===== src/hdl/svpwm_compare_generator_macros.svh =====
// Assertion macros for the SVPWM compare generator RTL.
`ifndef SVPWM_COMPARE_GENERATOR_MACROS_SVH
`define SVPWM_COMPARE_GENERATOR_MACROS_SVH

// Same-cycle implication, checked on every rising edge out of reset.
`define SVCG_ASSERT_NOW(lbl, ante, cons) \
  lbl: assert property (@(posedge clk) disable iff (!rst_n) (ante) |-> (cons)) \
    else $error("svpwm compare generator: same-cycle check failed");

// Next-cycle implication, checked on every rising edge out of reset.
`define SVCG_ASSERT_NEXT(lbl, ante, cons) \
  lbl: assert property (@(posedge clk) disable iff (!rst_n) (ante) |=> (cons)) \
    else $error("svpwm compare generator: next-cycle check failed");

`endif


===== src/hdl/svcg_pkg.sv =====
// Package with the constants, types and helper functions of the SVPWM compare generator.
`default_nettype none

package svcg_pkg;

  // Angle resolution and CORDIC depth.
  localparam int ANGLE_BITS    = 16;
  localparam int CORDIC_STAGES = 16;
  localparam int TBL_LEN       = 24;
  localparam int TBL_IDX_W     = 5;
  localparam int IDX_W         = (CORDIC_STAGES > 1) ? $clog2(CORDIC_STAGES) : 1;

  // Field widths.
  localparam int VIN_W  = 17;
  localparam int BUS_W  = 16;
  localparam int CFG_W  = 16;
  localparam int TURN_W = 32;

  // CORDIC datapath: input magnitude up to 2^16, scaled and grown by the gain.
  localparam int XY_W = VIN_W + CORDIC_STAGES + 2;

  // Projection, duty and time widths.
  localparam int FRAC_BITS = 8;
  localparam int PROJ_W    = 37;
  localparam int Q_W       = 35;
  localparam int QL_W      = 18;
  localparam int QH_W      = Q_W - QL_W;
  localparam int D_W       = 36;
  localparam int TIME_W    = CFG_W + FRAC_BITS;

  // Bus shift that scales millivolts into projection units.
  localparam int BUS_SHIFT = 17;

  // Stream widths.
  localparam int IN_TDATA_W  = 56;
  localparam int OUT_TDATA_W = 152;

  localparam logic [17:0]      SQRT3_Q16  = 18'd113512;
  localparam logic [BUS_W-1:0] LOW_BUS_MV = 16'd100;

  // Configuration register indexes.
  typedef enum logic [2:0] {
    CFG_PERIOD = 3'd0,
    CFG_MIN    = 3'd1,
    CFG_MAX    = 3'd2,
    CFG_TRIG   = 3'd3,
    CFG_DEFBUS = 3'd4
  } cfg_idx_t;

  // Trusted phase pair codes.
  typedef enum logic [1:0] {
    PAIR_VW = 2'd0,
    PAIR_UW = 2'd1,
    PAIR_UV = 2'd2
  } pair_t;

  // Beat carried along the CORDIC cells.
  typedef struct packed {
    logic signed [XY_W-1:0]  x;
    logic signed [XY_W-1:0]  y;
    logic [TURN_W-1:0]       z;
    logic signed [VIN_W-1:0] a;
    logic signed [VIN_W-1:0] b;
    logic [BUS_W-1:0]        bus;
  } cordic_t;

  // Beat carried along the divider cells: two division lanes sharing a divisor.
  typedef struct packed {
    logic [D_W-1:0]    rem1;
    logic [D_W-1:0]    rem2;
    logic [D_W-1:0]    dvs;
    logic [TIME_W-1:0] nq1;
    logic [TIME_W-1:0] nq2;
    logic [2:0]        sector;
  } div_t;

  // Arctangent of 2^-i as a fraction of a full turn, 2^32 units per turn.
  function automatic logic [TURN_W-1:0] atan_turn(input logic [TBL_IDX_W-1:0] idx);
    logic [TURN_W-1:0] r;
    case (idx)
      5'd0:    r = 32'd536870912;
      5'd1:    r = 32'd316933406;
      5'd2:    r = 32'd167458907;
      5'd3:    r = 32'd85004756;
      5'd4:    r = 32'd42667331;
      5'd5:    r = 32'd21354465;
      5'd6:    r = 32'd10679838;
      5'd7:    r = 32'd5340245;
      5'd8:    r = 32'd2670163;
      5'd9:    r = 32'd1335087;
      5'd10:   r = 32'd667544;
      5'd11:   r = 32'd333772;
      5'd12:   r = 32'd166886;
      5'd13:   r = 32'd83443;
      5'd14:   r = 32'd41722;
      5'd15:   r = 32'd20861;
      5'd16:   r = 32'd10430;
      5'd17:   r = 32'd5215;
      5'd18:   r = 32'd2608;
      5'd19:   r = 32'd1304;
      5'd20:   r = 32'd652;
      5'd21:   r = 32'd326;
      5'd22:   r = 32'd163;
      5'd23:   r = 32'd81;
      default: r = '0;
    endcase
    return r;
  endfunction

  // Clamp to the compare range; the minimum is tested before the maximum.
  function automatic logic [CFG_W-1:0] clamp_cmp(input logic [CFG_W-1:0] v,
                                                 input logic [CFG_W-1:0] mn,
                                                 input logic [CFG_W-1:0] mx);
    logic [CFG_W-1:0] r;
    if (v < mn) begin
      r = mn;
    end else if (v > mx) begin
      r = mx;
    end else begin
      r = v;
    end
    return r;
  endfunction

endpackage

`default_nettype wire


===== src/hdl/svcg_cordic_cell.sv =====
// One vectoring CORDIC iteration with its own beat register and handshake.
`default_nettype none

module svcg_cordic_cell (
  input  wire logic                         clk,
  input  wire logic                         rst_n,
  input  wire logic [svcg_pkg::IDX_W-1:0]   stage_idx,
  input  wire logic                         in_valid,
  output logic                              in_ready,
  input  wire svcg_pkg::cordic_t            in_data,
  output logic                              out_valid,
  input  wire logic                         out_ready,
  output svcg_pkg::cordic_t                 out_data
);
  import svcg_pkg::*;

  logic                    valid_r;
  cordic_t                 data_r;
  cordic_t                 data_nxt;
  logic signed [XY_W-1:0]  x_sh;
  logic signed [XY_W-1:0]  y_sh;
  logic [TURN_W-1:0]       step_ang;

  // Rotate towards the x axis by the arctangent of this stage.
  always_comb begin
    x_sh     = in_data.x >>> stage_idx;
    y_sh     = in_data.y >>> stage_idx;
    step_ang = atan_turn(TBL_IDX_W'(stage_idx));
    data_nxt = in_data;
    if (!in_data.y[XY_W-1]) begin
      data_nxt.x = in_data.x + y_sh;
      data_nxt.y = in_data.y - x_sh;
      data_nxt.z = in_data.z + step_ang;
    end else begin
      data_nxt.x = in_data.x - y_sh;
      data_nxt.y = in_data.y + x_sh;
      data_nxt.z = in_data.z - step_ang;
    end
  end

  // The cell takes a beat whenever it is empty or its neighbour takes its beat.
  assign in_ready = !valid_r || out_ready;

  always_ff @(posedge clk) begin
    if (!rst_n) begin
      valid_r <= 1'b0;
    end else if (in_ready) begin
      valid_r <= in_valid;
    end
  end

  always_ff @(posedge clk) begin
    if (in_ready && in_valid) begin
      data_r <= data_nxt;
    end
  end

  assign out_valid = valid_r;
  assign out_data  = data_r;

endmodule

`default_nettype wire


===== config.mk =====
export PLATFORM = sky130hd
export DESIGN_NAME = svcg_cordic_cell
export DESIGN_NICKNAME = d
export VERILOG_FILES = /design/src/hdl/svpwm_compare_generator_macros.svh /design/src/hdl/svcg_pkg.sv /design/src/hdl/svcg_cordic_cell.sv
export SDC_FILE = /design/constraint.sdc
export NUM_CORES = 1
export LEC_CHECK = 0
export ABC_AREA = 1
export BUFFER_PORTS_ARGS = -buffer_cell sky130_fd_sc_hd__clkbuf_2
export CAP_MARGIN = 20
export CORE_AREA = 2 2 127 222
export DETAILED_ROUTE_END_ITERATION = 8
export DIE_AREA = 0 0 129 224
export MAX_ROUTING_LAYER = met4
export PLACE_DENSITY = 0.87
export SYNTH_ARGS = -nofsm -noshare
export SYNTH_HDL_FRONTEND = slang
export SYNTH_SLANG_ARGS = --single-unit

===== constraint.sdc =====
create_clock -name clk -period 21.1 [get_ports clk]
set_clock_uncertainty 0.05 [all_clocks]
set_input_delay 1.055 -clock clk [delete_from_list [all_inputs] [get_ports clk]]
set_output_delay 1.055 -clock clk [all_outputs]
set_load 0.01 [all_outputs]

==> impl_metrics.toml <==
[sta]
worst-slew-pin-transition_ns = 1.12
setup-violations-final = 0
fin_setup_tns_ns = 0
hold_viol = 0
period_share_pct = 32.6
rsz0062_at_grt = "no"
max_slew_violation_count = 0
slew_headroom_pct = 24.6
timing.final.crit_period_ns = 6.87
max_freq_ghz = 0.145

[finish]
layout_overhead_on_the_synthesized_area_pct = 13.9
num-nets-final = 3010
finish.cell_count_without_fillers = 3127
n_fill_cell = 2392
mostFrequentLayoutCells = "748 x sky130_fd_sc_hd__nand2_1, 334 x sky130_fd_sc_hd__nand3_1, 312 x sky130_fd_sc_hd__clkbuf_2"
layout.cells.most_common = "sky130_fd_sc_hd__nand2_1"
final_layout_size_suffix_gt1_share_pct = 16.2

[grt]
antenna_found_initial = 5
vias_in_the_first_global_route = 18400
grt_max_degree = 89
gr-usage-all-layers_pct = 45.3
globalRouteOverflowTotal = 0
grt_pass1_wl_um = 96500

[worst_setup_path]
crit_top_cell = "sky130_fd_sc_hd__nand2_1"
worstPathRequired_ns = 21.24
category_of_cells_accounting_for_the_largest_share_of_critical_path_delay = "simple AND/OR/NAND/NOR gates"
critical_path.max_fanout = 69
max_stage_delay_ns = 0.90
worst_ep_arrival_time_ns = 7.02
cp_num_buf_inv = 5
setup.worst_path.end_class = "register"
timing_worst_setup_path_type = "input pin to register"
worstPathCellList = "clkbuf_2 -> buf_4 -> inv_2 -> nor2_1 -> nand3_1 -> nand2_1 -> a21oi_4 -> nand3_1 -> nand2_1 -> xor2_1 -> inv_1 -> ha_1 -> nand2_1 -> inv_1 -> nand4_1 -> nor2_1 -> nand2_1 -> nand3_1 -> a21oi_1 -> o21ai_0 -> xor2_1"
timing.reg2reg.worst_path_depth = 2
timing.critical_path.from_type = "input pin"
critical-path-slowest-cell = "sky130_fd_sc_hd__nor2_1"
cp.depth = 21

[routing]
highest_layer = "met4"
post_drt_via_cell_ratio = 6.05
route.final.wire_length_um = 64100
route.met2.wl_um = 32000
drc = 0
wl_met1_um = 19500
via_count = 18900
wl_per_cell_um = 20.5
route.met3.wl_um = 5980
dr.pass1.iters = 7
detail-route-antenna-nets = 0
dr.first_iter.drc_count = 2344

[power_and_ir_drop]
ir_drop_uv = 60.9
power_frac_comb_pct = 47.1
p_seq_share_pct = 30.3
power_density_nw_per_um2 = 74.7
netSwitchingPower_mw = 0.624
intPower_mw = 0.793
pwr-share-clk_pct = 22.7
p_leak_nw = 9.28
p_sw_share_pct = 44.0

[placement]
io_buffer_count = 313
dp.cells = 3090
gp_congestion = 1.21
detailedPlacementHpwl_um = 51300

[synthesis]
postSynthCellCount = 2473
synth_area_per_cell_um2 = 6.73
synthesis.area_um2 = 16700
synth.ff_latch_count = 153
mappedNetlistNets = 2743
synth.distinct_cells = 51
seq_area_frac_synth_pct = 27.5
synth.yosys.warnings = 0
synth-async-reset-ratio_pct = 0
synth_edf_count = 152
synth-main-ff-cell = "sky130_fd_sc_hd__edfxtp_1"

[clock_tree]
count_of_hold_fix_buffers_inserted_at_cts = 0
cts-htree-levels = 4
clkSinkCount = 153
cts.repair_timing.setup_buffer_count = 0
ctsLongestPathBuffers = 2
cts_root_buffer = "sky130_fd_sc_hd__clkbuf_16"
cts_tree = "yes"
cts-buffers-inserted = 17
clock_insertion_delay_worst_skew_ns = 0.45
post_cts_resized = 0
clk_transition_reported_paths_ns = 0.08

[floorplan]
dieWidth_um = 129
die_y_um = 224
design.portCount = 314
core-area_um2 = 27100
design.die.area_um2 = 28900
placement_rows = 80
floorplan.initialDensity_pct = 61.4

[min_path]
min_path_cells = 2
hold_crit_path_type = "register to register"

[run_status]
run_status = "finished clean"

[flow_run]
max_cap_viol_count = 0
## cells in the mapped netlist (14+ instances only)
master / n / area share (%)
sky130_fd_sc_hd__a21oi_1: 130 / 3.9
sky130_fd_sc_hd__xnor2_1: 43 / 2.3
sky130_fd_sc_hd__inv_2: 19 / 0.43
sky130_fd_sc_hd__inv_1: 200 / 4.5
sky130_fd_sc_hd__nand2_1: 748 / 17
sky130_fd_sc_hd__a31oi_1: 21 / 0.79
sky130_fd_sc_hd__ha_1: 107 / 8.0
sky130_fd_sc_hd__nor3_1: 20 / 0.60
sky130_fd_sc_hd__nand4_1: 30 / 1.1
sky130_fd_sc_hd__nor2_1: 214 / 4.8
sky130_fd_sc_hd__nand3_1: 334 / 10
sky130_fd_sc_hd__nor2_2: 24 / 0.90
sky130_fd_sc_hd__buf_2: 34 / 1.0
sky130_fd_sc_hd__xor2_1: 115 / 6.0
sky130_fd_sc_hd__edfxtp_1: 152 / 27
sky130_fd_sc_hd__nand2_2: 19 / 0.71
sky130_fd_sc_hd__o21ai_0: 90 / 2.7
sky130_fd_sc_hd__o21ai_1: 14 / 0.42
## through the flow
step	area, um^2	worst slack, ns	hold WS (ns)	power (mW)	utilization (%)
after floorplan	16700	11.93	0.545	0.871	-
after global placement	18300	14.36	0.488	1.06	67.6
after detailed placement	18300	14.25	0.499	1.07	67.6
after CTS	19000	14.72	0.510	1.40	69.9
after global routing	19000	14.02	0.563	1.49	69.9
final	19000	14.23	0.507	1.42	69.9
## worst min-delay path: cells and delay by family, from the launching register on
family / cells / cell delay, ns
AO/OA/AOI/OAI: 1 / 0.07
AND/OR/NAND/NOR: 1 / 0.09
flip-flops: 1 / 0.35
## layer usage
layer | global-route usage [%] | vias up
met4 | 38.9 | 0
met1 | 42.1 | 8464
li1 | - | 8865
met2 | 76.7 | 1180
met5 | - | -
met3 | 10.9 | 406
## final timing paths
path / startpoint / end / slack [ns]
setup / recovery: stage_idx[2] / out_data[111] / 14.23
hold / removal: out_valid / out_valid / 0.51
setup reg to reg: out_valid / out_data[46] / 19.16
hold reg to reg: out_valid / out_valid / 0.51
## state kept, by name (all words and copies together) (netlist names)
register	cells
out_valid	1
out_data	152
## cell families (layout without fill, tap and decap cells)
kind of cell | Yosys count | in the layout | synth area share, %
buffers and inverters | 298 | 578 | 7.63
xor gates and xnor gates | 158 | 158 | 8.31
AOI/OAI and AO/OA | 327 | 327 | 11.3
other | 0 | 5 | 0
adders and majority gates | 110 | 110 | 8.40
DFF | 153 | 153 | 27.5
and+or+nand+nor | 1427 | 1427 | 36.8
## final cells by class
cell class	instances	area, um^2	share of cell area (%)
well taps	369	462	2.43
repair buffers	323	1640	8.65
flip-flops and latches	153	4580	24.2
clock inverters	15	194	1.02
clock buffers	17	425	2.24
diodes	5	12.5	0.0660
inverters	223	842	4.44
multi-input cells	2022	10800	57.0
## power by group through the flow
stage                     clock, mW  combinational, mW  sequential (mW)
final                         0.321              0.667            0.429
after floorplan                   0              0.407            0.464
after global placement            0              0.627            0.432
after detailed placement          0              0.640            0.435
after CTS                     0.323              0.644            0.429
after global routing          0.333              0.724            0.433
Power figures use the tool's default switching activity.
