`src/hdl/svpwm_compare_generator_macros.svh`:
```
// Assertion macros for the SVPWM compare generator RTL.
`ifndef SVPWM_COMPARE_GENERATOR_MACROS_SVH
`define SVPWM_COMPARE_GENERATOR_MACROS_SVH

// Same-cycle implication, checked on every rising edge out of reset.
`define SVCG_ASSERT_NOW(lbl, ante, cons) \
  lbl: assert property (@(posedge clk) disable iff (!rst_n) (ante) |-> (cons)) \
    else $error("svpwm compare generator: same-cycle check failed");

// Next-cycle implication, checked on every rising edge out of reset.
`define SVCG_ASSERT_NEXT(lbl, ante, cons) \
  lbl: assert property (@(posedge clk) disable iff (!rst_n) (ante) |=> (cons)) \
    else $error("svpwm compare generator: next-cycle check failed");

`endif

```
`src/hdl/svcg_pkg.sv`:
```
// Package with the constants, types and helper functions of the SVPWM compare generator.
`default_nettype none

package svcg_pkg;

  // Angle resolution and CORDIC depth.
  localparam int ANGLE_BITS    = 16;
  localparam int CORDIC_STAGES = 16;
  localparam int TBL_LEN       = 24;
  localparam int TBL_IDX_W     = 5;
  localparam int IDX_W         = (CORDIC_STAGES > 1) ? $clog2(CORDIC_STAGES) : 1;

  // Field widths.
  localparam int VIN_W  = 17;
  localparam int BUS_W  = 16;
  localparam int CFG_W  = 16;
  localparam int TURN_W = 32;

  // CORDIC datapath: input magnitude up to 2^16, scaled and grown by the gain.
  localparam int XY_W = VIN_W + CORDIC_STAGES + 2;

  // Projection, duty and time widths.
  localparam int FRAC_BITS = 8;
  localparam int PROJ_W    = 37;
  localparam int Q_W       = 35;
  localparam int QL_W      = 18;
  localparam int QH_W      = Q_W - QL_W;
  localparam int D_W       = 36;
  localparam int TIME_W    = CFG_W + FRAC_BITS;

  // Bus shift that scales millivolts into projection units.
  localparam int BUS_SHIFT = 17;

  // Stream widths.
  localparam int IN_TDATA_W  = 56;
  localparam int OUT_TDATA_W = 152;

  localparam logic [17:0]      SQRT3_Q16  = 18'd113512;
  localparam logic [BUS_W-1:0] LOW_BUS_MV = 16'd100;

  // Configuration register indexes.
  typedef enum logic [2:0] {
    CFG_PERIOD = 3'd0,
    CFG_MIN    = 3'd1,
    CFG_MAX    = 3'd2,
    CFG_TRIG   = 3'd3,
    CFG_DEFBUS = 3'd4
  } cfg_idx_t;

  // Trusted phase pair codes.
  typedef enum logic [1:0] {
    PAIR_VW = 2'd0,
    PAIR_UW = 2'd1,
    PAIR_UV = 2'd2
  } pair_t;

  // Beat carried along the CORDIC cells.
  typedef struct packed {
    logic signed [XY_W-1:0]  x;
    logic signed [XY_W-1:0]  y;
    logic [TURN_W-1:0]       z;
    logic signed [VIN_W-1:0] a;
    logic signed [VIN_W-1:0] b;
    logic [BUS_W-1:0]        bus;
  } cordic_t;

  // Beat carried along the divider cells: two division lanes sharing a divisor.
  typedef struct packed {
    logic [D_W-1:0]    rem1;
    logic [D_W-1:0]    rem2;
    logic [D_W-1:0]    dvs;
    logic [TIME_W-1:0] nq1;
    logic [TIME_W-1:0] nq2;
    logic [2:0]        sector;
  } div_t;

  // Arctangent of 2^-i as a fraction of a full turn, 2^32 units per turn.
  function automatic logic [TURN_W-1:0] atan_turn(input logic [TBL_IDX_W-1:0] idx);
    logic [TURN_W-1:0] r;
    case (idx)
      5'd0:    r = 32'd536870912;
      5'd1:    r = 32'd316933406;
      5'd2:    r = 32'd167458907;
      5'd3:    r = 32'd85004756;
      5'd4:    r = 32'd42667331;
      5'd5:    r = 32'd21354465;
      5'd6:    r = 32'd10679838;
      5'd7:    r = 32'd5340245;
      5'd8:    r = 32'd2670163;
      5'd9:    r = 32'd1335087;
      5'd10:   r = 32'd667544;
      5'd11:   r = 32'd333772;
      5'd12:   r = 32'd166886;
      5'd13:   r = 32'd83443;
      5'd14:   r = 32'd41722;
      5'd15:   r = 32'd20861;
      5'd16:   r = 32'd10430;
      5'd17:   r = 32'd5215;
      5'd18:   r = 32'd2608;
      5'd19:   r = 32'd1304;
      5'd20:   r = 32'd652;
      5'd21:   r = 32'd326;
      5'd22:   r = 32'd163;
      5'd23:   r = 32'd81;
      default: r = '0;
    endcase
    return r;
  endfunction

  // Clamp to the compare range; the minimum is tested before the maximum.
  function automatic logic [CFG_W-1:0] clamp_cmp(input logic [CFG_W-1:0] v,
                                                 input logic [CFG_W-1:0] mn,
                                                 input logic [CFG_W-1:0] mx);
    logic [CFG_W-1:0] r;
    if (v < mn) begin
      r = mn;
    end else if (v > mx) begin
      r = mx;
    end else begin
      r = v;
    end
    return r;
  endfunction

endpackage

`default_nettype wire

```
`src/hdl/svcg_div_cell.sv`:
```
// One restoring division step for two lanes sharing a divisor, with its own beat register.
`default_nettype none

module svcg_div_cell (
  input  wire logic              clk,
  input  wire logic              rst_n,
  input  wire logic              in_valid,
  output logic                   in_ready,
  input  wire svcg_pkg::div_t    in_data,
  output logic                   out_valid,
  input  wire logic              out_ready,
  output svcg_pkg::div_t         out_data
);
  import svcg_pkg::*;

  logic           valid_r;
  div_t           data_r;
  div_t           data_nxt;
  logic [D_W:0]   trial1;
  logic [D_W:0]   trial2;
  logic [D_W:0]   dvs_ext;
  logic           qbit1;
  logic           qbit2;

  // Shift the next dividend bit into each remainder and subtract where it fits.
  always_comb begin
    dvs_ext  = {1'b0, in_data.dvs};
    trial1   = {in_data.rem1, in_data.nq1[TIME_W-1]};
    trial2   = {in_data.rem2, in_data.nq2[TIME_W-1]};
    qbit1    = (trial1 >= dvs_ext);
    qbit2    = (trial2 >= dvs_ext);
    data_nxt = in_data;
    data_nxt.rem1 = qbit1 ? D_W'(trial1 - dvs_ext) : trial1[D_W-1:0];
    data_nxt.rem2 = qbit2 ? D_W'(trial2 - dvs_ext) : trial2[D_W-1:0];
    data_nxt.nq1  = {in_data.nq1[TIME_W-2:0], qbit1};
    data_nxt.nq2  = {in_data.nq2[TIME_W-2:0], qbit2};
  end

  assign in_ready = !valid_r || out_ready;

  always_ff @(posedge clk) begin
    if (!rst_n) begin
      valid_r <= 1'b0;
    end else if (in_ready) begin
      valid_r <= in_valid;
    end
  end

  always_ff @(posedge clk) begin
    if (in_ready && in_valid) begin
      data_r <= data_nxt;
    end
  end

  assign out_valid = valid_r;
  assign out_data  = data_r;

endmodule

`default_nettype wire

```
`config.mk`:
```
export PLATFORM = sky130hd
export DESIGN_NAME = svcg_div_cell
export DESIGN_NICKNAME = d
export VERILOG_FILES = /design/src/hdl/svpwm_compare_generator_macros.svh /design/src/hdl/svcg_pkg.sv /design/src/hdl/svcg_div_cell.sv
export SDC_FILE = /design/constraint.sdc
export NUM_CORES = 1
export LEC_CHECK = 0
export ABC_AREA = 0
export ABC_CLOCK_PERIOD_IN_PS = 10700
export BUFFER_PORTS_ARGS = -buffer_cell sky130_fd_sc_hd__clkbuf_2
export CELL_PAD_IN_SITES_DETAIL_PLACEMENT = 2
export CELL_PAD_IN_SITES_GLOBAL_PLACEMENT = 2
export CORE_ASPECT_RATIO = 0.5
export CORE_MARGIN = 2
export CORE_UTILIZATION = 34
export DETAILED_ROUTE_END_ITERATION = 10
export GPL_TIMING_DRIVEN = 0
export HOLD_SLACK_MARGIN = 0.1
export PLACE_DENSITY_LB_ADDON = 0.1
export SLEW_MARGIN = 25
export SYNTH_ARGS = -nofsm -noshare
export SYNTH_HDL_FRONTEND = slang
export SYNTH_SLANG_ARGS = --single-unit
export TNS_END_PERCENT = 100
```
`constraint.sdc`:
```
create_clock -name clk -period 10.7 [get_ports clk]
set_input_delay 2.14 -clock clk [delete_from_list [all_inputs] [get_ports clk]]
set_output_delay 2.14 -clock clk [all_outputs]
set_load 0.05 [all_outputs]
```
==> results.md, run 1 <==
* Unrepaired setup endpoints after global routing: false
* NetSw at roughly 800 µW
* Ratio of cells with drive above 1 in the final layout at 29.9%
* Setup ws final at between 4 and 5 ns
* Post-synth cell types at 66
* CTS tree: built
* Measured slew at the worst slew-check pin at around 0.94 ns
* Post-Synth Adder-Cell Area at approximately a tenth
* Setup crit end kind: register
* H-tree depth at 4
* Die H at around 120 µm
* Worst path arrival time at ~6 ns
* Async set-reset flop share out of synthesis at 0%
* Setup TNS at 0 ns
* Top delay family on crit path: compound AO/OA/AOI/OAI gates
* Synth Cell Area at between 0.009 and 0.01 mm²
* Relative slew slack at roughly 37%
* Nets at 1503
* Reg clk slew, reported paths at about 0.07 ns
* Core area at ~0.028 mm²
* Post-Synth XOR/XNOR Area at about 5.2%
* Syn Area/Cell at 10.5 µm²
* Area Overhead vs Synth at 29.4%
* Pwr Total at 2160 µW
* Critical Path, Cell by Cell: clkbuf_2 > inv_1 > ha_1 > nor2b_1 > o2111ai_1 > a211oi_2 > nor3_1 > o41ai_2 > o211ai_1 > and2_4 > buf_6 > clkbuf_1 > o21ai_0
* CP required at ~11 ns
* Worst-path fanout max at 10
* Ys Warns at 0
* Final hold viol count at 0
* Vias in the first global route at approximately 9500
* Hold Path Class: reg -> reg
* Via density at 5.29
* Fin util at 44.8%
* Top FF cell, synth: edfxtp_1
* Largest family of logic cells by synthesized area: compound AO/OA/AOI/OAI gates
* Setup CP Type: in -> reg
* CTS Buffer Depth at 2
* Comb pwr share at 31.2%
* First-pass GRT wire length at between 50 and 60 mm
* Syn_nets at roughly 1200
* CP max-delay cell: clkbuf_1
* Final GP Congestion at ~0.93
* Static Leak at between 0.005 and 0.006 µW
* Post_cts resized at 0
* DP HPWL at 30.1 mm
* Post-Syn Instances at about 920
* Iteration-0 DRC Markers at 503
* Sink Count at between 150 and 200
* Hold-fix buffers at CTS at 0
* Num CTS Buffers at 17
* Die width at about 240 µm
* Routed wire per std cell at approximately 23 µm
* Tcrit/Tclk final at between 50% and 60%
* Global route overflow at 0
* Largest stage delay, worst path at around 0.66 ns
* Register bit total from synthesis at 160
* Sequential area share after synthesis at 49.7%
* Max-slew violations at 0
* PD cells at around 170 mW/mm²
* Setup WS pre-CTS at 4.64 ns
* Switching Fraction at a little under two fifths
* Total wire length at slightly below 40 mm
* Setup Buffers After CTS at 0
* Mux cell area share after synthesis at less than 1%
* Routed Antenna Nets at 0
* Simple-gate portion of the synthesized area at roughly an eighth
* Total die area at 0.0298 mm²
* WP buf/inv at 4
* Clk network pwr share at 32.4%
* Post-Layout Cell Count at around 1700
* Outcome: completed
* DR vias at 8789
* Clk Latency, worst-skew pair at 0.46 ns
* Synth Area in Compound Gates at around a fifth
* GRT Util Overall at 25.7%
* Clock Skew at 0.00497 ns
* Worst VDD drop at between 0.1 and 0.15 mV
* Largest net degree at the start of global routing at 56
* Initial Util at roughly 35%
* Worst setup SP type: input port
* I/O pin total at 324
* Initial antenna violation count at 1
* IO Port Bufs at about 320
* Number of max-cap violations at 0
* FP Rows at 43
* Setup violators final at 0
* Post-synth EDFFs at approximately 160
* DR DRC count at 0
* Cell internal pwr at about 1400 µW
* Maximum clock rate at 173 MHz
* CTS root buf: clkbuf_16
* Inst Count DP at between 1500 and 2000
* First drt pass iteration count at 4
* Sequential share of power at a little over a third
* Post-layout minimum cycle time at between 5 and 6 ns
power groups by stage:
stage	Clock, µW	Sequential, µW	Combinational (µW)
finish	699	785	672
global route	734	790	719
CTS	712	787	672
global placement	0	803	638
floorplan	0	996	266
detailed placement	0	799	662
synth_stat cells, types with 3 or more instances:
| library cell | number | area, µm² |
|---|---|---|
| nand4b_1 | 4 | 35.0 |
| a21o_1 | 46 | 345 |
| a211o_1 | 5 | 43.8 |
| nand3_1 | 12 | 60.1 |
| or3_1 | 3 | 18.8 |
| a21boi_0 | 3 | 22.5 |
| inv_1 | 56 | 210 |
| a211oi_1 | 6 | 45.0 |
| nand2b_1 | 10 | 62.6 |
| buf_2 | 7 | 35.0 |
| o21a_1 | 8 | 60.1 |
| and3_1 | 4 | 25.0 |
| o21ai_0 | 69 | 345 |
| a31oi_1 | 9 | 56.3 |
| ha_1 | 72 | 901 |
| nor2_1 | 69 | 259 |
| o31ai_1 | 10 | 75.1 |
| clkbuf_1 | 21 | 78.8 |
| a311oi_1 | 3 | 26.3 |
| a221oi_1 | 3 | 26.3 |
| o21bai_1 | 11 | 82.6 |
| o21ai_1 | 7 | 35.0 |
| xor2_1 | 29 | 254 |
| nand2_1 | 96 | 360 |
| nor3_1 | 16 | 80.1 |
| a21oi_1 | 80 | 400 |
| xnor2_1 | 28 | 245 |
| nor2b_1 | 8 | 50.1 |
| edfxtp_1 | 159 | 4770 |
| nand4_1 | 13 | 81.3 |
| and2_1 | 3 | 18.8 |
| o41ai_1 | 3 | 26.3 |
path summary, 6_finish.rpt:
kind,from,end,slack [ns],cells after the start
min,out_valid,out_valid,0.57,2
min reg2reg,out_valid,out_valid,0.57,2
max,in_data[52],out_data[109],4.93,13
max reg2reg,out_valid,out_data[150],9.03,4
stage by stage:
stage	hold slack [ns]	area [µm²]
global route	0.602	12500
global placement	0.512	11700
CTS	0.576	12500
detailed placement	0.577	11800
finish	0.567	12500
floorplan	1.15	9640
cells in the final DEF (no fill, tap or decap), types with 22 or more instances in the layout:
cell / synthesis / layout
nor2_1: 69 / 69
inv_1: 56 / 56
clkbuf_2: 0 / 323
xor2_1: 29 / 29
ha_1: 72 / 72
o21ai_0: 69 / 69
clkbuf_1: 21 / 22
edfxtp_1: 159 / 159
a21oi_1: 80 / 80
nand2_1: 96 / 96
a21o_1: 46 / 46
xnor2_1: 28 / 28
cell type report:
| type | instances | area (µm²) |
|---|---|---|
| fill | 3066 | 15300 |
| sequential | 160 | 4790 |
| multi-input combinational | 676 | 4520 |
| timing repair buffer | 326 | 1700 |
| tap | 382 | 478 |
| clock buffer | 18 | 429 |
| clock inverter | 14 | 216 |
| inverter | 56 | 210 |
| buffer | 29 | 125 |
| antenna | 1 | 2.50 |
per-layer routing:
metal	vias up	GRT usage [%]	wire [µm]
li1	4106	-	-
met1	4409	32.1	16900
met2	235	45.7	19100
met3	39	5.51	1820
met4	0	6.40	588
met5	-	0	0
cells by family after synthesis:
family,after synthesis
buffers and inverters,85
AOI/OAI and AO/OA,290
xor gates and xnor gates,57
adders and majority gates,74
and+or+nand+nor,252
DFF,160
muxes,3
sequential cells by signal (all words and copies together) (netlist names):
signal	flops
out_data	159
out_valid	1
worst register-to-register path, cell delays in order, from the launching register on:
cell and delay [ns]:
dfxtp_1 0.31, nand2b_1 0.11, and2_4 0.27, buf_16 0.31, buf_16 0.29
Power figures use the tool's default switching activity.
==> inputs of run 2 (changes only) <==
--- a/config.mk
+++ b/config.mk
@@ -5,14 +5,14 @@
 export SDC_FILE = /design/constraint.sdc
 export NUM_CORES = 1
 export LEC_CHECK = 0
-export ABC_AREA = 0
-export ABC_CLOCK_PERIOD_IN_PS = 10700
+export ABC_AREA = 1
+export ABC_CLOCK_PERIOD_IN_PS = 5640
 export BUFFER_PORTS_ARGS = -buffer_cell sky130_fd_sc_hd__clkbuf_2
 export CELL_PAD_IN_SITES_DETAIL_PLACEMENT = 2
 export CELL_PAD_IN_SITES_GLOBAL_PLACEMENT = 2
 export CORE_ASPECT_RATIO = 0.5
 export CORE_MARGIN = 2
-export CORE_UTILIZATION = 34
+export CORE_UTILIZATION = 30
 export DETAILED_ROUTE_END_ITERATION = 10
 export GPL_TIMING_DRIVEN = 0
 export HOLD_SLACK_MARGIN = 0.1
==> constraint.sdc (replaced) <==
create_clock -name clk -period 5.64 [get_ports clk]
set_input_delay 1.128 -clock clk [delete_from_list [all_inputs] [get_ports clk]]
set_output_delay 1.128 -clock clk [all_outputs]
set_load 0.05 [all_outputs]
==> run 2 against run 1 <==
Compared with the run above:
- area after synthesis is 19% higher
- total power is 92% higher
- clock power is 80% higher
- hold slack better by 0.016 ns
- sequential share of layout area is 5.6 points lower
- sequential power is 89% higher
- synthesized cell count is 65% higher
- routed wire length is 26% higher
- clock skew is 0.0077 ns higher
- worst setup slack worse by 2.4 ns
- final area is 17% higher
- critical path type unchanged
- critical endpoint is now out_data[119]
- highest routed layer unchanged
==> results.md, run 2 <==
* Max-slew violations at 0 (unchanged)
* Die H at 142 µm (+16%)
* First-pass GRT wire length at 73.1 mm (+27%)
* Setup TNS at 0 ns (unchanged)
* Num CTS Buffers at 17 (unchanged)
* Iteration-0 DRC Markers at 458 (-8.9%)
* Post-synth EDFFs at 159 (unchanged)
* Tcrit/Tclk final at 55.5%
* Setup CP Type: in -> reg
* Relative slew slack at 62.8% (+26 points)
* Die width at 281 µm (+16%)
* Worst-path fanout max at 4 (-6)
* Critical Path, Cell by Cell: clkbuf_2 > ha_1 > fa_1 > inv_1 > nand2_1 > nand3_1 > nand2_1 > nand2_1 > nand2_1 > nand2_1 > nand2_1 > nand2_1 > nand2_1 > nand3_1 > nand2_1
* DRT met1 WL at 22.6 mm (+33%)
* Register bit total from synthesis at 160 (unchanged)
* CP required at 5.84 ns (-5.01 ns)
* Metal3 WL at 1.94 mm (+6.5%)
* Syn_nets at 1755 (+52%)
* IO Port Bufs at 323 (unchanged)
* Hold path startpoint: out_valid
* Setup violators final at 0 (unchanged)
* Ratio of cells with drive above 1 in the final layout at 23.3% (-6.7 points)
* Nets at 2105 (+40%)
* Post-synth top area share at 41.5% (-8.0 points)
* Sink Count at 160 (unchanged)
* Static Leak at 0.00751 µW (+34%)
* H-tree depth at 4 (unchanged)
* Setup crit end kind: register
* Reg-to-reg critical path startpoint: out_valid
* Async set-reset flop share out of synthesis at 0% (unchanged)
* CTS tree: built
* Post-synth cell types at 34 (-48%)
* Highest metal used: met4
* Global route overflow at 0 (unchanged)
* Routed Antenna Nets at 0 (unchanged)
* FP Rows at 50 (+16%)
* Core area at 0.0376 mm² (+35%)
* Largest stage delay, worst path at 0.43 ns (-0.23 ns)
* GRT Util Overall at 24.4% (-1.2 points)
* Reg clk slew, reported paths at 0.07 ns (about the same)
* Post-Syn Instances at 1518 (+65%)
* Vias in the first global route at 12500 (+31%)
* Initial antenna violation count at 4 (+3)
* Clock Skew at 0.0126 ns (+0.00767 ns)
* Synth Cell Area at 0.0115 mm² (+19%)
* Most frequent cell after synthesis: nand2_1
* Worst VDD drop at 0.218 mV (+88%)
* Largest net degree at the start of global routing at 23 (-59%)
* Routed wire per std cell at 20.2 µm (-13%)
* Top FF cell, synth: edfxtp_1
* Syn Area/Cell at 7.57 µm² (-28%)
* Post_cts resized at 0 (unchanged)
* First drt pass iteration count at 4 (unchanged)
* Number of max-cap violations at 0 (unchanged)
* DR DRC count at 0 (unchanged)
* Hold Path Class: reg -> reg
* Pwr Total at 4140 µW (+92%)
* DP HPWL at 41.6 mm (+38%)
* Worst path arrival time at 3.33 ns (-2.59 ns)
* Outcome: completed
* Total die area at 0.0400 mm² (+34%)
* Top delay family on crit path: simple AND/OR/NAND/NOR gates
* I/O pin total at 324 (unchanged)
* Sequential area share after synthesis at 41.7% (-8.0 points)
* Setup Buffers After CTS at 0 (unchanged)
* Unrepaired setup endpoints after global routing: false
* Final hold viol count at 0 (unchanged)
* PD cells at 283 mW/mm² (+64%)
* Via density at 4.78 (-9.6%)
* CP max-delay cell: fa_1
* Commonest cells after routing, fill and taps aside: nand2_1, clkbuf_2, inv_1
* Post-layout minimum cycle time at 3.13 ns
* Commonest cells in the synthesized netlist: nand2_1, inv_1, edfxtp_1
* Fin util at 38.9% (-6.0 points)
* Area leader, netlist: edfxtp_1
* Measured slew at the worst slew-check pin at 0.556 ns (-0.380 ns)
* Maximum clock rate at 319 MHz
* Total wire length at 48.6 mm (+26%)
* Met2 routed WL at 23.5 mm (+23%)
* Clk Latency, worst-skew pair at 0.47 ns (about the same)
* Initial Util at 30.6% (-4.1 points)
* CTS Buffer Depth at 2 (unchanged)
* CTS root buf: clkbuf_16
* Cell mode on critical path: nand2_1
* Worst Setup SP: in_data[51]
* Hold-fix buffers at CTS at 0 (unchanged)
* Final GP Congestion at 0.879 (-5.8%)
* DR vias at 11500 (+31%)
* Largest cells by area after synthesis: edfxtp_1, nand2_1, ha_1, inv_1, nand3_1
* WP buf/inv at 2 (-2)
* Leading cell type in the layout, fill and taps excluded: nand2_1
* Area Overhead vs Synth at 27.1%
* Worst setup SP type: input port
* Number of flip-flops in the largest register at 159 (unchanged)
* Ys Warns at 0 (unchanged)
-- run 2: cell count changes in the layout (fill, tap and decap cells not counted), moves of 12 or more --
| cell | previous run | this run |
|---|---|---|
| a21o_1 | 46 | 0 |
| a21oi_1 | 80 | 52 |
| clkbuf_1 | 22 | 1 |
| inv_1 | 56 | 231 |
| nand2_1 | 96 | 550 |
| nand3_1 | 12 | 147 |
| nand3_2 | 0 | 12 |
| nand3b_1 | 1 | 19 |
| nor2_1 | 69 | 108 |
| nor2_2 | 0 | 19 |
| o21ai_0 | 69 | 12 |
| xnor2_1 | 28 | 2 |
-- run 2: where the power goes --
group | switching [µW] | total, µW | internal (µW)
Sequential | 30.7 | 1480 | 1450
Combinational | 1020 | 1390 | 375
Clock | 559 | 1260 | 705
Total | 1610 | 4140 | 2530
-- run 2: worst paths after layout --
check                  endpoint  slack [ns]  depth (start not counted)
setup / recovery  out_data[119]        2.51                         15
hold / removal        out_valid        0.58                          2
setup reg to reg   out_data[54]        3.67                          5
hold reg to reg       out_valid        0.58                          2
-- run 2: logic make-up after synthesis --
group | Yosys count | synth area share [%]
AOI/OAI and AO/OA | 87 | 4.30
xor gates and xnor gates | 36 | 2.74
adders and majority gates | 74 | 8.18
buffers and inverters | 262 | 9.38
DFF | 160 | 41.7
and+or+nand+nor | 899 | 33.7
-- run 2: layout make-up --
cell class,count,area [µm²]
Sequential cell,160,4790
Timing Repair Buffer,331,1840
Multi-Input combinational cell,1096,5640
Clock buffer,18,429
Fill cell,4473,23000
Buffer,21,174
Tap cell,520,651
Inverter,241,905
Antenna cell,3,7.51
Clock inverter,14,181
-- run 2: stage by stage --
| stage | area, µm² | hold WS [ns] | setup slack [ns] | instances |
|---|---|---|---|---|
| finish | 14600 | 0.582 | 2.51 | 2404 |
| floorplan | 11500 | 1.14 | 1.34 | 1518 |
| CTS | 14600 | 0.589 | 2.53 | 2401 |
| global route | 14600 | 0.621 | 2.35 | 2404 |
| global placement | 13800 | 0.528 | 0.100 | 2361 |
| detailed placement | 14000 | 0.579 | 2.04 | 2369 |
-- run 2: per-layer routing --
| metal | GRT usage [%] | vias up |
|---|---|---|
| li1 | - | 5593 |
| met1 | 31.5 | 5649 |
| met2 | 42.2 | 216 |
| met3 | 4.46 | 36 |
| met4 | 6.45 | 0 |
| met5 | 0 | - |
-- run 2: worst register-to-register path: stages, from the launching register on --
cell and delay, ns:
dfxtp_1 0.35, a21oi_4 0.49, buf_16 0.24, buf_16 0.19
buf_16 0.20, buf_16 0.20
==> inputs of run 3 (changes only) <==
--- a/config.mk
+++ b/config.mk
@@ -6,13 +6,13 @@
 export NUM_CORES = 1
 export LEC_CHECK = 0
 export ABC_AREA = 1
-export ABC_CLOCK_PERIOD_IN_PS = 5640
+export ABC_CLOCK_PERIOD_IN_PS = 2600
 export BUFFER_PORTS_ARGS = -buffer_cell sky130_fd_sc_hd__clkbuf_2
 export CELL_PAD_IN_SITES_DETAIL_PLACEMENT = 2
 export CELL_PAD_IN_SITES_GLOBAL_PLACEMENT = 2
 export CORE_ASPECT_RATIO = 0.5
 export CORE_MARGIN = 2
-export CORE_UTILIZATION = 30
+export CORE_UTILIZATION = 27
 export DETAILED_ROUTE_END_ITERATION = 10
 export GPL_TIMING_DRIVEN = 0
 export HOLD_SLACK_MARGIN = 0.1
==> constraint.sdc (replaced) <==
create_clock -name clk -period 2.6 [get_ports clk]
set_input_delay 0.52 -clock clk [delete_from_list [all_inputs] [get_ports clk]]
set_output_delay 0.52 -clock clk [all_outputs]
set_load 0.05 [all_outputs]
==> run 3 against run 2 <==
Compared with the run above:
- cell count rose by 2.4%
- die area is 11% higher
- combinational power is 120% higher
- largest power group unchanged
==> results.md, run 3 (same netlist as run 2, synthesis figures left out) <==
* Worst path arrival time at 2.79 ns (-0.54 ns)
* CP max-delay cell: ha_1
* Static Leak at 0.00753 µW (+0.19%)
* Post-Layout Cell Count at 2462 (+2.4%)
* Final GP Congestion at 0.849 (-3.4%)
* Fin util at 35.1% (-3.8 points)
* Vias in the first global route at 12200 (-2.3%)
* GRT Util Overall at 22.0% (-2.4 points)
* First-pass GRT wire length at 72.5 mm (-0.75%)
* Post-layout minimum cycle time at around 2.5 ns
* Via density at 4.62 (-3.4%)
* PD cells at 607 mW/mm² (+110%)
* Number of flip-flops in the largest register at 159 (unchanged)
* DP HPWL at 41.8 mm (+0.65%)
* Ratio of cells with drive above 1 in the final layout at 23.9% (+0.58 points)
* Setup violators final at 0 (unchanged)
* Maximum clock rate at just over 400 MHz
* Commonest cells after routing, fill and taps aside: nand2_1, clkbuf_2, inv_1
* Measured slew at the worst slew-check pin at 0.774 ns (+0.218 ns)
* Routed wire per std cell at 19.8 µm (-1.9%)
* Tcrit/Tclk final at between 90% and 100%
* Area Overhead vs Synth at 28.0%
* Global route overflow at 0 (unchanged)
* Die width at 296 µm (+5.3%)
* CP required at 2.92 ns (-2.92 ns)
* Hold-fix buffers at CTS at 0 (unchanged)
* CTS tree: built
* Num CTS Buffers at 17 (unchanged)
* Total wire length at 48.8 mm (+0.44%)
* Initial antenna violation count at 5 (+1)
* Setup CP Type: in -> reg
* Total die area at 0.0444 mm² (+11%)
* Final hold viol count at 0 (unchanged)
* Clock Skew at 0.0131 ns (+0.000452 ns)
* DR DRC count at 0 (unchanged)
* Leading cell type in the layout, fill and taps excluded: nand2_1
* Inst Count DP at 2426 (+2.4%)
* DR vias at 11400 (-1.0%)
* Worst VDD drop at 0.471 mV (+120%)
* Largest net degree at the start of global routing at 24 (+4.3%)
* Sink Count at 160 (unchanged)
* Die H at 150 µm (+5.3%)
* Outcome: completed
* Nets at 2105 (unchanged)
* Initial Util at 27.4% (-3.2 points)
* Relative slew slack at 48.3% (-15 points)
* Cell mode on critical path: nand2_1
* Clk Latency, worst-skew pair at 0.46 ns (about the same)
* Core area at 0.0420 mm² (+12%)
* Worst-path fanout max at 10 (+6)
* CTS root buf: clkbuf_16
* Worst setup SP type: input port
* H-tree depth at 4 (unchanged)
* CTS Buffer Depth at 2 (unchanged)
* First drt pass iteration count at 4 (unchanged)
* Number of max-cap violations at 0 (unchanged)
* Critical Path, Cell by Cell: clkbuf_2 > inv_1 > ha_1 > nand2_2 > inv_1 > nand2_1 > nand2_1 > a21oi_2 > nor2_1 > nor2_1 > nand2_2 > nand2_4 > buf_6 > nand3_2 > nand2_1
* Hold Path Class: in -> reg
* I/O pin total at 324 (unchanged)
* Unrepaired setup endpoints after global routing: false
* Pwr Total at 8930 µW (+120%)
* Setup crit end kind: register
* IO Port Bufs at 323 (unchanged)
* Iteration-0 DRC Markers at 449 (-2.0%)
* Largest stage delay, worst path at 0.43 ns (about the same)
* Fill cells at 5051 (+13%)
* FP Rows at 53 (+6.0%)
* Routed Antenna Nets at 0 (unchanged)
* Max-slew violations at 0 (unchanged)
* Reg clk slew, reported paths at 0.08 ns (about the same)
-- run 3: path summary, 6_finish.rpt --
check	slack, ns	startpoint	cells after the start	to
setup / recovery	0.13	in_data[71]	15	out_data[145]
setup reg to reg	0.69	out_valid	4	out_data[70]
hold reg to reg	0.56	out_valid	2	out_valid
hold / removal	0.23	in_data[2]	1	out_data[2]
-- run 3: repair_timing --
action                     4_1_cts  5_1_grt
setup endpoints to repair        0       45
buffers inserted                 0        0
resized for setup                0       10
-- run 3: stage by stage --
stage | hold WS (ns) | worst slack, ns | instance area [µm²] | setup TNS (ns)
2_1_floorplan | 0.619 | -0.986 | 11500 | -156.80
3_3_place_gp | 0.527 | -2.58 | 13900 | -427.53
3_5_place_dp | 0.557 | -0.418 | 14100 | -24.60
4_1_cts | 0.206 | 0.0823 | 14700 | 0
5_1_grt | 0.203 | 0.00594 | 14700 | 0
6_report | 0.234 | 0.135 | 14700 | 0
-- run 3: cell type report --
cell class	count	area (µm²)	share of cell area (%)
multi-input combinational	1096	5660	38.4
sequential	160	4800	32.6
timing repair buffer	331	1840	12.5
inverter	241	917	6.23
tap	577	722	4.91
clock buffer	17	425	2.89
buffer	21	176	1.20
clock inverter	15	170	1.16
antenna	4	10.0	0.0680
-- run 3: critical path: cells and delay by family --
kind | cells | cell delay, ns
AND/OR/NAND/NOR | 9 | 1.08
buffers and inverters | 4 | 0.49
adder cells (fa/ha/maj) | 1 | 0.43
AO/OA/AOI/OAI | 1 | 0.24
-- run 3: layer usage --
layer	track usage [%]	vias up	wire length (µm)
li1	-	5593	-
met1	29.5	5552	23300
met2	36.8	189	22800
met3	3.83	39	1880
met4	5.46	2	790
met5	0	-	13
-- run 3: power by group --
part	leakage [µW]	total (µW)	internal, µW	switching (µW)
registers	0.00155	3210	3140	67.5
logic	0.00568	3030	816	2210
clock network	0.000295	2700	1380	1320
